[config.mk]
export PLATFORM = sky130hd
export DESIGN_NAME = magnetometer_sample_calibrate_unit
export DESIGN_NICKNAME = d
export VERILOG_FILES = /design/src/hw/rtl/msc_pkg.sv /design/src/hw/rtl/msc_gain.sv /design/src/hw/rtl/magnetometer_sample_calibrate_unit.sv
export SDC_FILE = /design/constraint.sdc
export NUM_CORES = 2
export LEC_CHECK = 0
export ABC_AREA = 1
export BUFFER_PORTS_ARGS = -buffer_cell sky130_fd_sc_hd__buf_4
export CAP_MARGIN = 20
export CORE_MARGIN = 8
export CORE_UTILIZATION = 50
export DETAILED_ROUTE_END_ITERATION = 16
export PLACE_DENSITY = 0.67
export SYNTH_ARGS = -nofsm -noshare
export SYNTH_HDL_FRONTEND = slang
export SYNTH_SLANG_ARGS = --single-unit
[constraint.sdc]
create_clock -name clk -period 11.1 [get_ports clk]
set_input_delay 0.555 -clock clk [delete_from_list [all_inputs] [get_ports clk]]
set_output_delay 0.555 -clock clk [all_outputs]
set_load 0.1 [all_outputs]
[src/hw/rtl/msc_pkg.sv]
// Package for the magnetometer sample calibration block: widths, register
// indexes, gain constants, the gain-code decoder and the output clamp.
// Used by every file under hw/rtl; depends on nothing.
package msc_pkg;

	localparam int CNT_W         = 16;
	localparam int OUT_W         = 19;
	localparam int OTP_W         = 8;
	localparam int CFG_IDX_W     = 1;
	localparam int OUT_FRAC_BITS = 12;

	localparam logic [CFG_IDX_W-1:0] REG_OTP_LOW  = 1'b0;
	localparam logic [CFG_IDX_W-1:0] REG_OTP_HIGH = 1'b1;

	localparam int CODE_W    = 6;
	localparam int AXIS_W    = CNT_W + 1;
	localparam int GAIN_W    = 17;
	localparam int GAIN_FRAC = 16;
	localparam int STEP_W    = 11;
	localparam int OFS_W     = 16;

	localparam logic [GAIN_W-1:0] GAIN_ONE  = 17'd65536;
	localparam logic [GAIN_W-1:0] Z_FACTOR  = 17'd88474;
	localparam logic [STEP_W-1:0] GAIN_STEP = 11'd393;

	// product of a signed axis and a gain taken as a positive signed value
	localparam int PROD_W = AXIS_W + GAIN_W + 1;
	localparam int SHIFT  = 26 - OUT_FRAC_BITS;
	localparam int SHR_W  = PROD_W - SHIFT;
	localparam int SAT_W  = (SHR_W > OUT_W) ? SHR_W : OUT_W;
	localparam int OUT_MAX = 2 ** (OUT_W - 1) - 1;
	localparam int OUT_MIN = -(2 ** (OUT_W - 1));

	typedef struct packed {
		logic [GAIN_W-1:0] gain_y;
		logic [GAIN_W-1:0] gain_z;
	} gains_t;

	// codes of 32 and up stand for 32 - c, i.e. minus the low five bits
	function automatic logic signed [CODE_W-1:0] decode_code(input logic [CODE_W-1:0] c);
		logic [CODE_W-1:0] mag;
		mag = {1'b0, c[CODE_W-2:0]};
		return c[CODE_W-1] ? $signed(-mag) : $signed(mag);
	endfunction

	function automatic logic [OUT_W-1:0] clamp_out(input logic signed [SHR_W-1:0] v);
		logic signed [SAT_W-1:0] w;
		w = SAT_W'(v);
		if (w > $signed(SAT_W'(OUT_MAX)))
			return OUT_W'(OUT_MAX);
		else if (w < $signed(SAT_W'(OUT_MIN)))
			return OUT_W'(OUT_MIN);
		else
			return w[OUT_W-1:0];
	endfunction

endpackage

[src/hw/rtl/msc_gain.sv]
// Calibration register file and gain builder: holds the two OTP bytes and
// turns them into registered Q16 gains for the Y and Z axes.
// Depends on msc_pkg.
module msc_gain (
	input  logic                           clk,
	input  logic                           arst_n,
	input  logic                           cfg_valid,
	input  logic [msc_pkg::CFG_IDX_W-1:0]  cfg_index,
	input  logic [msc_pkg::OTP_W-1:0]      cfg_data,
	output msc_pkg::gains_t                gains
);

	logic [msc_pkg::OTP_W-1:0]          otp_low_q;
	logic [msc_pkg::OTP_W-1:0]          otp_high_q;
	logic signed [msc_pkg::CODE_W-1:0]  code_y;
	logic signed [msc_pkg::CODE_W-1:0]  code_z;
	logic signed [msc_pkg::OFS_W-1:0]   ofs_y;
	logic signed [msc_pkg::OFS_W-1:0]   ofs_z;
	logic signed [msc_pkg::GAIN_W:0]    sum_y;
	logic signed [msc_pkg::GAIN_W:0]    sum_z;
	logic [2*msc_pkg::GAIN_W-1:0]       zprod;
	logic [msc_pkg::GAIN_W-1:0]         gain_y_q;
	logic [msc_pkg::GAIN_W-1:0]         gbase_z_q;
	logic [msc_pkg::GAIN_W-1:0]         gain_z_q;

	always_ff @(posedge clk or negedge arst_n) begin
		if (!arst_n) begin
			otp_low_q  <= '0;
			otp_high_q <= '0;
		end else if (cfg_valid) begin
			case (cfg_index)
				msc_pkg::REG_OTP_LOW:  otp_low_q  <= cfg_data;
				msc_pkg::REG_OTP_HIGH: otp_high_q <= cfg_data;
				default: ;
			endcase
		end
	end

	always_comb begin
		code_y = msc_pkg::decode_code(otp_low_q[5:0]);
		code_z = msc_pkg::decode_code({otp_high_q[3:0], otp_low_q[7:6]});
		ofs_y  = code_y * $signed(msc_pkg::GAIN_STEP);
		ofs_z  = code_z * $signed(msc_pkg::GAIN_STEP);
		sum_y  = $signed({1'b0, msc_pkg::GAIN_ONE}) + (msc_pkg::GAIN_W + 1)'(ofs_y);
		sum_z  = $signed({1'b0, msc_pkg::GAIN_ONE}) + (msc_pkg::GAIN_W + 1)'(ofs_z);
		zprod  = (2 * msc_pkg::GAIN_W)'(gbase_z_q) * (2 * msc_pkg::GAIN_W)'(msc_pkg::Z_FACTOR);
	end

	// gains are registered from the OTP bytes; the Z gain passes gbase_z_q, then gain_z_q
	always_ff @(posedge clk or negedge arst_n) begin
		if (!arst_n) begin
			gain_y_q  <= msc_pkg::GAIN_ONE;
			gbase_z_q <= msc_pkg::GAIN_ONE;
			gain_z_q  <= msc_pkg::Z_FACTOR;
		end else begin
			gain_y_q  <= sum_y[msc_pkg::GAIN_W-1:0];
			gbase_z_q <= sum_z[msc_pkg::GAIN_W-1:0];
			gain_z_q  <= zprod[msc_pkg::GAIN_W+msc_pkg::GAIN_FRAC-1:msc_pkg::GAIN_FRAC];
		end
	end

	assign gains.gain_y = gain_y_q;
	assign gains.gain_z = gain_z_q;

endmodule

[src/hw/rtl/magnetometer_sample_calibrate_unit.sv]
// Top level of the magnetometer sample calibration block.
// Depends on msc_pkg and msc_gain.

// Takes one request of three raw counts per cycle, unless the output stalls,
// and returns the calibrated X/Y/Z field in 1/4096 gauss through four register
// stages: input register, axis mixing, gain multiply, shift and clamp into the
// output register. Throughput is one request per clock while the output is not
// stalled; a stalled output holds its result and back-pressure ripples through
// the stage valids, so nothing is dropped or repeated. The two OTP bytes are
// written through the cfg port, which never stalls; new gains take effect for
// requests accepted from the next cycle on.
module magnetometer_sample_calibrate_unit (
	input  logic                           clk,
	input  logic                           arst_n,
	input  logic                           cfg_valid,
	output logic                           cfg_ready,
	input  logic [msc_pkg::CFG_IDX_W-1:0]  cfg_index,
	input  logic [msc_pkg::OTP_W-1:0]      cfg_data,
	input  logic                           in_valid,
	output logic                           in_ready,
	input  logic [msc_pkg::CNT_W-1:0]      count_a,
	input  logic [msc_pkg::CNT_W-1:0]      count_b,
	input  logic [msc_pkg::CNT_W-1:0]      count_c,
	output logic                           out_valid,
	input  logic                           out_ready,
	output logic signed [msc_pkg::OUT_W-1:0] field_x,
	output logic signed [msc_pkg::OUT_W-1:0] field_y,
	output logic signed [msc_pkg::OUT_W-1:0] field_z
);

	msc_pkg::gains_t gains;

	logic v_s1, v_s2, v_s3, v_s4;
	logic en_s1, en_s2, en_s3, en_s4;

	logic [msc_pkg::CNT_W-1:0]          a_s1, b_s1, c_s1;
	logic [msc_pkg::CNT_W-1:0]          diff, sum;
	logic signed [msc_pkg::AXIS_W-1:0]  ax, ay, az;
	logic signed [msc_pkg::AXIS_W-1:0]  ax_s2, ay_s2, az_s2;
	logic signed [msc_pkg::PROD_W-1:0]  px_s3, py_s3, pz_s3;
	logic [msc_pkg::OUT_W-1:0]          fx_s4, fy_s4, fz_s4;

	msc_gain u_gain (
		.clk       (clk),
		.arst_n    (arst_n),
		.cfg_valid (cfg_valid),
		.cfg_index (cfg_index),
		.cfg_data  (cfg_data),
		.gains     (gains)
	);

	assign cfg_ready = 1'b1;

	assign en_s4    = !v_s4 || out_ready;
	assign en_s3    = !v_s3 || en_s4;
	assign en_s2    = !v_s2 || en_s3;
	assign en_s1    = !v_s1 || en_s2;
	assign in_ready = en_s1;

	always_ff @(posedge clk or negedge arst_n) begin
		if (!arst_n) begin
			v_s1 <= 1'b0;
			v_s2 <= 1'b0;
			v_s3 <= 1'b0;
			v_s4 <= 1'b0;
		end else begin
			if (en_s1) v_s1 <= in_valid;
			if (en_s2) v_s2 <= v_s1;
			if (en_s3) v_s3 <= v_s2;
			if (en_s4) v_s4 <= v_s3;
		end
	end

	// mixing mod 2^16, then the null offset is a flip of the top bit
	always_comb begin
		diff = b_s1 - c_s1;
		sum  = b_s1 + c_s1;
		ax   = msc_pkg::AXIS_W'($signed({~a_s1[msc_pkg::CNT_W-1], a_s1[msc_pkg::CNT_W-2:0]}));
		ay   = -msc_pkg::AXIS_W'($signed(diff));
		az   = msc_pkg::AXIS_W'($signed(sum));
	end

	always_ff @(posedge clk) begin
		if (en_s1) begin
			a_s1 <= count_a;
			b_s1 <= count_b;
			c_s1 <= count_c;
		end
		if (en_s2) begin
			ax_s2 <= ax;
			ay_s2 <= ay;
			az_s2 <= az;
		end
		if (en_s3) begin
			px_s3 <= msc_pkg::PROD_W'(ax_s2) <<< msc_pkg::GAIN_FRAC;
			py_s3 <= ay_s2 * $signed({1'b0, gains.gain_y});
			pz_s3 <= az_s2 * $signed({1'b0, gains.gain_z});
		end
		if (en_s4) begin
			fx_s4 <= msc_pkg::clamp_out(px_s3[msc_pkg::PROD_W-1:msc_pkg::SHIFT]);
			fy_s4 <= msc_pkg::clamp_out(py_s3[msc_pkg::PROD_W-1:msc_pkg::SHIFT]);
			fz_s4 <= msc_pkg::clamp_out(pz_s3[msc_pkg::PROD_W-1:msc_pkg::SHIFT]);
		end
	end

	assign out_valid = v_s4;
	assign field_x   = $signed(fx_s4);
	assign field_y   = $signed(fy_s4);
	assign field_z   = $signed(fz_s4);

endmodule

== Word-level counts from Yosys, hierarchy flattened ==
Cells that the tools add are included.

* Add/subtract/negate cells: 7
* Multipliers: 5
* $lt $le $gt $ge: 6
* Mux-type cells: 5
* Bitwise logic cells: 2
* Reduce and logical (&&, ||, !) cells: 10

{| class="wikitable"
|+ Operators with widths
! kind !! count
|-
| $mux 19 || 3
|-
| $gt 21x19->1 const B || 2
|-
| $lt 21x19->1 const B || 2
|-
| $mul 17x18->35 || 1
|-
| $add 17x16->17 const A || 2
|-
| $mul 16x18->34 || 1
|-
| $mul 17x16->32 const B || 1
|-
| $mul 6x10->16 const B || 2
|-
| $gt 18x19->1 const B || 1
|-
| $lt 18x19->1 const B || 1
|-
| $neg 16->17 || 1
|-
| $add 16x16->16 || 1
|-
| $sub 16x16->16 || 1
|-
| $mux 6 || 2
|-
| $neg 5->6 || 2
|-
| $logic_not 1->1 || 4
|-
| $logic_or 1x1->1 || 4
|-
| $reduce_and 2->1 || 2
|-
| $not 1->1 || 2
|}

* Bits in registers: 307
* Output and inout bits: 60

== Depth between registers and ports, before layout ==
* Depth in word-level cells: 5
* Gate-level depth with buffers: 27
* Gate-level depth less buffers: 25

== Hierarchy ==
A second synthesis with hierarchy kept.

* Cell total of the unflattened synthesis: 4503
* Area total of the unflattened synthesis: 38127.8 um^2

{| class="wikitable"
|+ Modules (own cells, without submodules)
! module !! times used !! cells an instance !! area an instance (um^2)
|-
| magnetometer_sample_calibrate_unit || 1 || 3436 || 28845.2
|-
| msc_gain || 1 || 1067 || 9282.7
|}

== Worst setup path after synthesis ==
No wires, ideal clock.

* Path type: register -> output
* Start point: register v_s4 (netlist: out_valid)
* End point: output port in_ready
* Arrival: 5.148 ns
* Slack: 5.397 ns
* Stages on the path, launching flop included: 8
* Path buffers: 0
* Cell sequence: dfrtp_1 inv_1 nor2_1 inv_1 nor2_1 inv_1 nor2_1 nand2_1

* Word-level cells in the longest chain between the ends: 5

{| class="wikitable"
|+ RTL lines
! item !! RTL line !! RTL
|-
| from (decl) || magnetometer_sample_calibrate_unit.sv:33 || <nowiki>logic v_s1, v_s2, v_s3, v_s4;</nowiki>
|-
| from (signal assigned) || magnetometer_sample_calibrate_unit.sv:70 || <nowiki>if (en_s4) v_s4 <= v_s3;</nowiki>
|-
| $logic_not 1->1 || magnetometer_sample_calibrate_unit.sv:54 || <nowiki>assign en_s4 = !v_s4 || out_ready;</nowiki>
|-
| $logic_or 1x1->1 || magnetometer_sample_calibrate_unit.sv:54 ||
|-
| net en_s4 || magnetometer_sample_calibrate_unit.sv:34 || <nowiki>logic en_s1, en_s2, en_s3, en_s4;</nowiki>
|-
| $logic_or 1x1->1 || magnetometer_sample_calibrate_unit.sv:55 || <nowiki>assign en_s3 = !v_s3 || en_s4;</nowiki>
|-
| net en_s3 || magnetometer_sample_calibrate_unit.sv:34 ||
|-
| $logic_or 1x1->1 || magnetometer_sample_calibrate_unit.sv:56 || <nowiki>assign en_s2 = !v_s2 || en_s3;</nowiki>
|-
| $logic_or 1x1->1 || magnetometer_sample_calibrate_unit.sv:57 || <nowiki>assign en_s1 = !v_s1 || en_s2;</nowiki>
|-
| to (decl) || magnetometer_sample_calibrate_unit.sv:20 || <nowiki>output logic in_ready,</nowiki>
|}

The timed path passes the listed nets, and every way through them passes these cells.

== Worst setup path in the final report ==
* Start point: register, netlist name az_s2[15]
* End point: register pz_s3[32] (netlist bit), data pin

* Word-level cells in the longest chain between the ends: 1

{| class="wikitable"
|+ RTL lines
! item !! RTL line !! RTL
|-
| $mul 16x18->34 || magnetometer_sample_calibrate_unit.sv:97 || <nowiki>pz_s3 <= az_s2 * $signed({1'b0, gains.gain_z});</nowiki>
|-
| to (signal assigned) || magnetometer_sample_calibrate_unit.sv:97 ||
|-
| to (decl) || magnetometer_sample_calibrate_unit.sv:40 || <nowiki>logic signed [msc_pkg::PROD_W-1:0] px_s3, py_s3, pz_s3;</nowiki>
|}

Every way passes these cells.
A chain may end at the register's enable or synchronous reset.

==> flow_summary.yaml <==
setup_path:
  start_kind: "flop"
  criticalPathCategory: "reg2reg"
  crit_buf_inv: 5
  crit_chain: "inv_1 -> or2_2 -> fa_1 -> fa_1 -> inv_1 -> fa_1 -> fa_1 -> fa_1 -> inv_1 -> fa_1 -> inv_1 -> ha_1 -> nand2_1 -> nor2_1 -> inv_1 -> nor3_1 -> nand2_1 -> nand2_1 -> nand3_1 -> nand2_1 -> xor2_1"
  slowest_stage: "fa_1"
  critPathMaxStageDelay_ns: 0.55
  worst_path_most_repeated_cell: "fa_1"
  reg2reg_depth: 21
  cp_max_fo: 18
  required_ns: 11.40
  crit_arrival_ns: 6.28
  critPathTopFamily: "adder cells"
  crit_path_end_kind: "flop"
  path_depth: 21
synthesis:
  synth-compound-area-share: 0.0475
  seq_area_frac_synth: 0.211
  yosysWarningCount: 0
  syn_inst: 4327
  muxShareOfSynthArea: 0.000301
  yosys.area_share.adder: 0.447
  synth_seq_cells: 274
  synthTopCellsByArea: "fa_1 (29%), edfxtp_1 (17%), ha_1 (16%)"
  yosysTopAreaCellShare: 0.286
  synth_top_cell_by_area: "fa_1"
  synth.avg_cell_area_um2: 8.65
  synth-simple-area-share: 0.140
  synthXorXnorAreaFrac: 0.0213
  synth_cell_types: 53
  synth_top_family_by_area: "adder cells"
  synth_edf_count: 207
  dominantRegCellSynth: "edfxtp_1"
  synthArstFlopShare: 0.245
  synth_area_um2: 37400
die:
  die_h_um: 290
  die_area_um2: 83900
  start_util: 0.504
  die_w_um: 290
  num_io_pins: 122
  fp.coreArea_um2: 74300
  rows: 100
route:
  drt-total-wl_um: 87100
  wl_per_cell_um: 16.3
  num_vias: 26900
  ant_nets: 0
  drt-initial-drc-count: 1771
  drt-vias-per-instance: 5.03
  first_pass_iters: 6
  route.detailed.drc: 0
grt:
  grt_pass1_vias: 28200
  antenna_found_initial: 1
  grt_first_pass_wirelength_um: 144000
  overflow: 0
  grt_max_degree: 68
  grt_use_total: 0.214
clock_network:
  clk_path_buf_depth: 3
  hold_buffers: 0
  clock_sinks: 274
  path_clk_slew_ns: 0.06
  cts_resized: 0
  cts_tree: "yes"
  htreeDepth: 2
  clock_latency_ns: 0.56
  cts_buffers: 34
  root_buffer: "clkbuf_16"
  cts_setup_buffers: 0
final_layout:
  drive_gt1_frac: 0.0571
  syn_to_final_growth_pct: 7.53
  final_util: 0.542
  antenna_cells: 0
  fin_nets: 5428
place:
  port_buffers: 118
  gp_congestion: 0.913
  place_hpwl_um: 71100
sta:
  finalSetupTns_ns: 0
  min_period_ns: 5.98
  slew_viol_final: 0
  max_slew.worst_pin.slew_ns: 0.963
  setup_viol: 0
  skew_ns: 0.0183
  rsz0062_at_grt: "no"
  clock.fmax_mhz: 167
  max_slew_margin: 0.358
  min_period_over_period: 0.539
  finalHoldViolCount: 0
job:
  maxCapViolCount: 0
outcome:
  outcome: "finished, final reports clean"
hold_path:
  hp-class: "in2async"
## synth_stat cells, types with 7 or more instances
cell	instances
inv_1	1165
nand2_1	951
fa_1	535
ha_1	482
edfxtp_1	207
nor2_1	173
a21oi_1	167
clkbuf_1	126
o21ai_0	113
nand3_1	79
xor2_1	73
dfrtp_1	56
nor3_1	23
xnor2_1	18
or2_2	16
nand4_1	15
nand2_2	13
a21o_1	11
dfstp_2	11
o21bai_1	9
nor2_2	7
nor4_1	7
o21a_1	7
## cell usage in the layout, fill, tap and decap left out, types with 3 or more instances in the layout
| master | n |
|---|---|
| o21ai_0 | 113 |
| clkbuf_1 | 3 |
| or2_2 | 16 |
| edfxtp_1 | 207 |
| nor3_1 | 23 |
| clkinvlp_4 | 4 |
| nand4_1 | 15 |
| a21oi_1 | 167 |
| bufinv_16 | 5 |
| nand2_1 | 950 |
| xnor2_1 | 18 |
| nand3_2 | 5 |
| clkbuf_16 | 35 |
| nor2_2 | 7 |
| a21o_1 | 11 |
| o21bai_1 | 9 |
| clkinv_2 | 6 |
| conb_1 | 3 |
| o21a_1 | 7 |
| dfstp_2 | 11 |
| clkinv_1 | 4 |
| ha_1 | 482 |
| nand2_2 | 14 |
| fa_1 | 535 |
| inv_1 | 1162 |
| inv_2 | 8 |
| buf_4 | 124 |
| nor4_1 | 7 |
| o21ai_1 | 4 |
| nand3_1 | 79 |
| nor2_1 | 173 |
| a31oi_1 | 5 |
| dfrtp_1 | 56 |
| xor2_1 | 73 |
## sequential cells by signal, summed over array words and instances (netlist names), 17 cells and up
signal            cells
field_y              19
u_gain.gain_y_q      17
u_gain.gain_z_q      17
ay_s2                17
py_s3                21
field_z              19
pz_s3                20
u_gain.gbase_z_q     17
## path summary, 6_finish.rpt
path | startpoint | end | slack (ns)
worst min register to register | ax_s2[6] | px_s3[22] | 0.41
max in group asynchronous | arst_n | u_gain.gain_z_q[15] | 10.31
worst min-delay path | arst_n | u_gain.otp_low_q[0] | 0.15
worst max register to register | az_s2[15] | pz_s3[32] | 5.12
min in group clk | count_a[2] | a_s1[2] | 0.17
worst max-delay path | az_s2[15] | pz_s3[32] | 5.12
## metal layers
metal  part of all wire  up-vias  global-route usage
li1                   -    13000                   -
met1               0.46    13000               0.300
met2               0.45      792               0.344
met3              0.073      118              0.0391
met4              0.021        2              0.0478
met5            0.00017        -                   0
## per-stage QoR
step / cell area [um2] / setup slack (ns) / hold slack, ns / std cells
2_1_floorplan: 37400 / 5.40 / 0.259 / 4328
3_3_place_gp: 39000 / 5.15 / 0.400 / 5280
3_5_place_dp: 39000 / 5.09 / 0.405 / 5280
4_1_cts: 40200 / 5.08 / 0.136 / 5342
5_1_grt: 40200 / 4.69 / 0.144 / 5344
6_report: 40200 / 5.12 / 0.148 / 5344
## cells by family after synthesis
group	count (synthesis)
buffers and inverters	1312
AND/OR/NAND/NOR	1299
adder cells (fa/ha/maj)	1017
AO/OA/AOI/OAI	331
flip-flops	274
XOR/XNOR	91
other	2
multiplexers	1
## worst reg2reg max path, stage by stage, from the launching register on
cell	delay, ns
edfxtp_1	0.35
inv_1	0.28
or2_2	0.41
fa_1	0.50
fa_1	0.55
inv_1	0.06
fa_1	0.50
fa_1	0.52
fa_1	0.55
inv_1	0.05
fa_1	0.53
inv_1	0.04
ha_1	0.36
nand2_1	0.11
nor2_1	0.23
inv_1	0.10
nor3_1	0.14
nand2_1	0.08
nand2_1	0.13
nand3_1	0.10
nand2_1	0.08
xor2_1	0.07
## cell type report
| type | count | area [um2] |
|---|---|---|
| inverters | 1172 | 4400 |
| flip-flops and latches | 274 | 7910 |
| repair buffers | 125 | 951 |
| multi-input cells | 2742 | 24600 |
| fillers | 6861 | 34100 |
| well taps | 969 | 1210 |
| clock inverters | 23 | 308 |
| clock buffers | 39 | 901 |
Power is not shown: default switching activity piles up to over one toggle a cycle in this logic, so the estimate is an artifact.
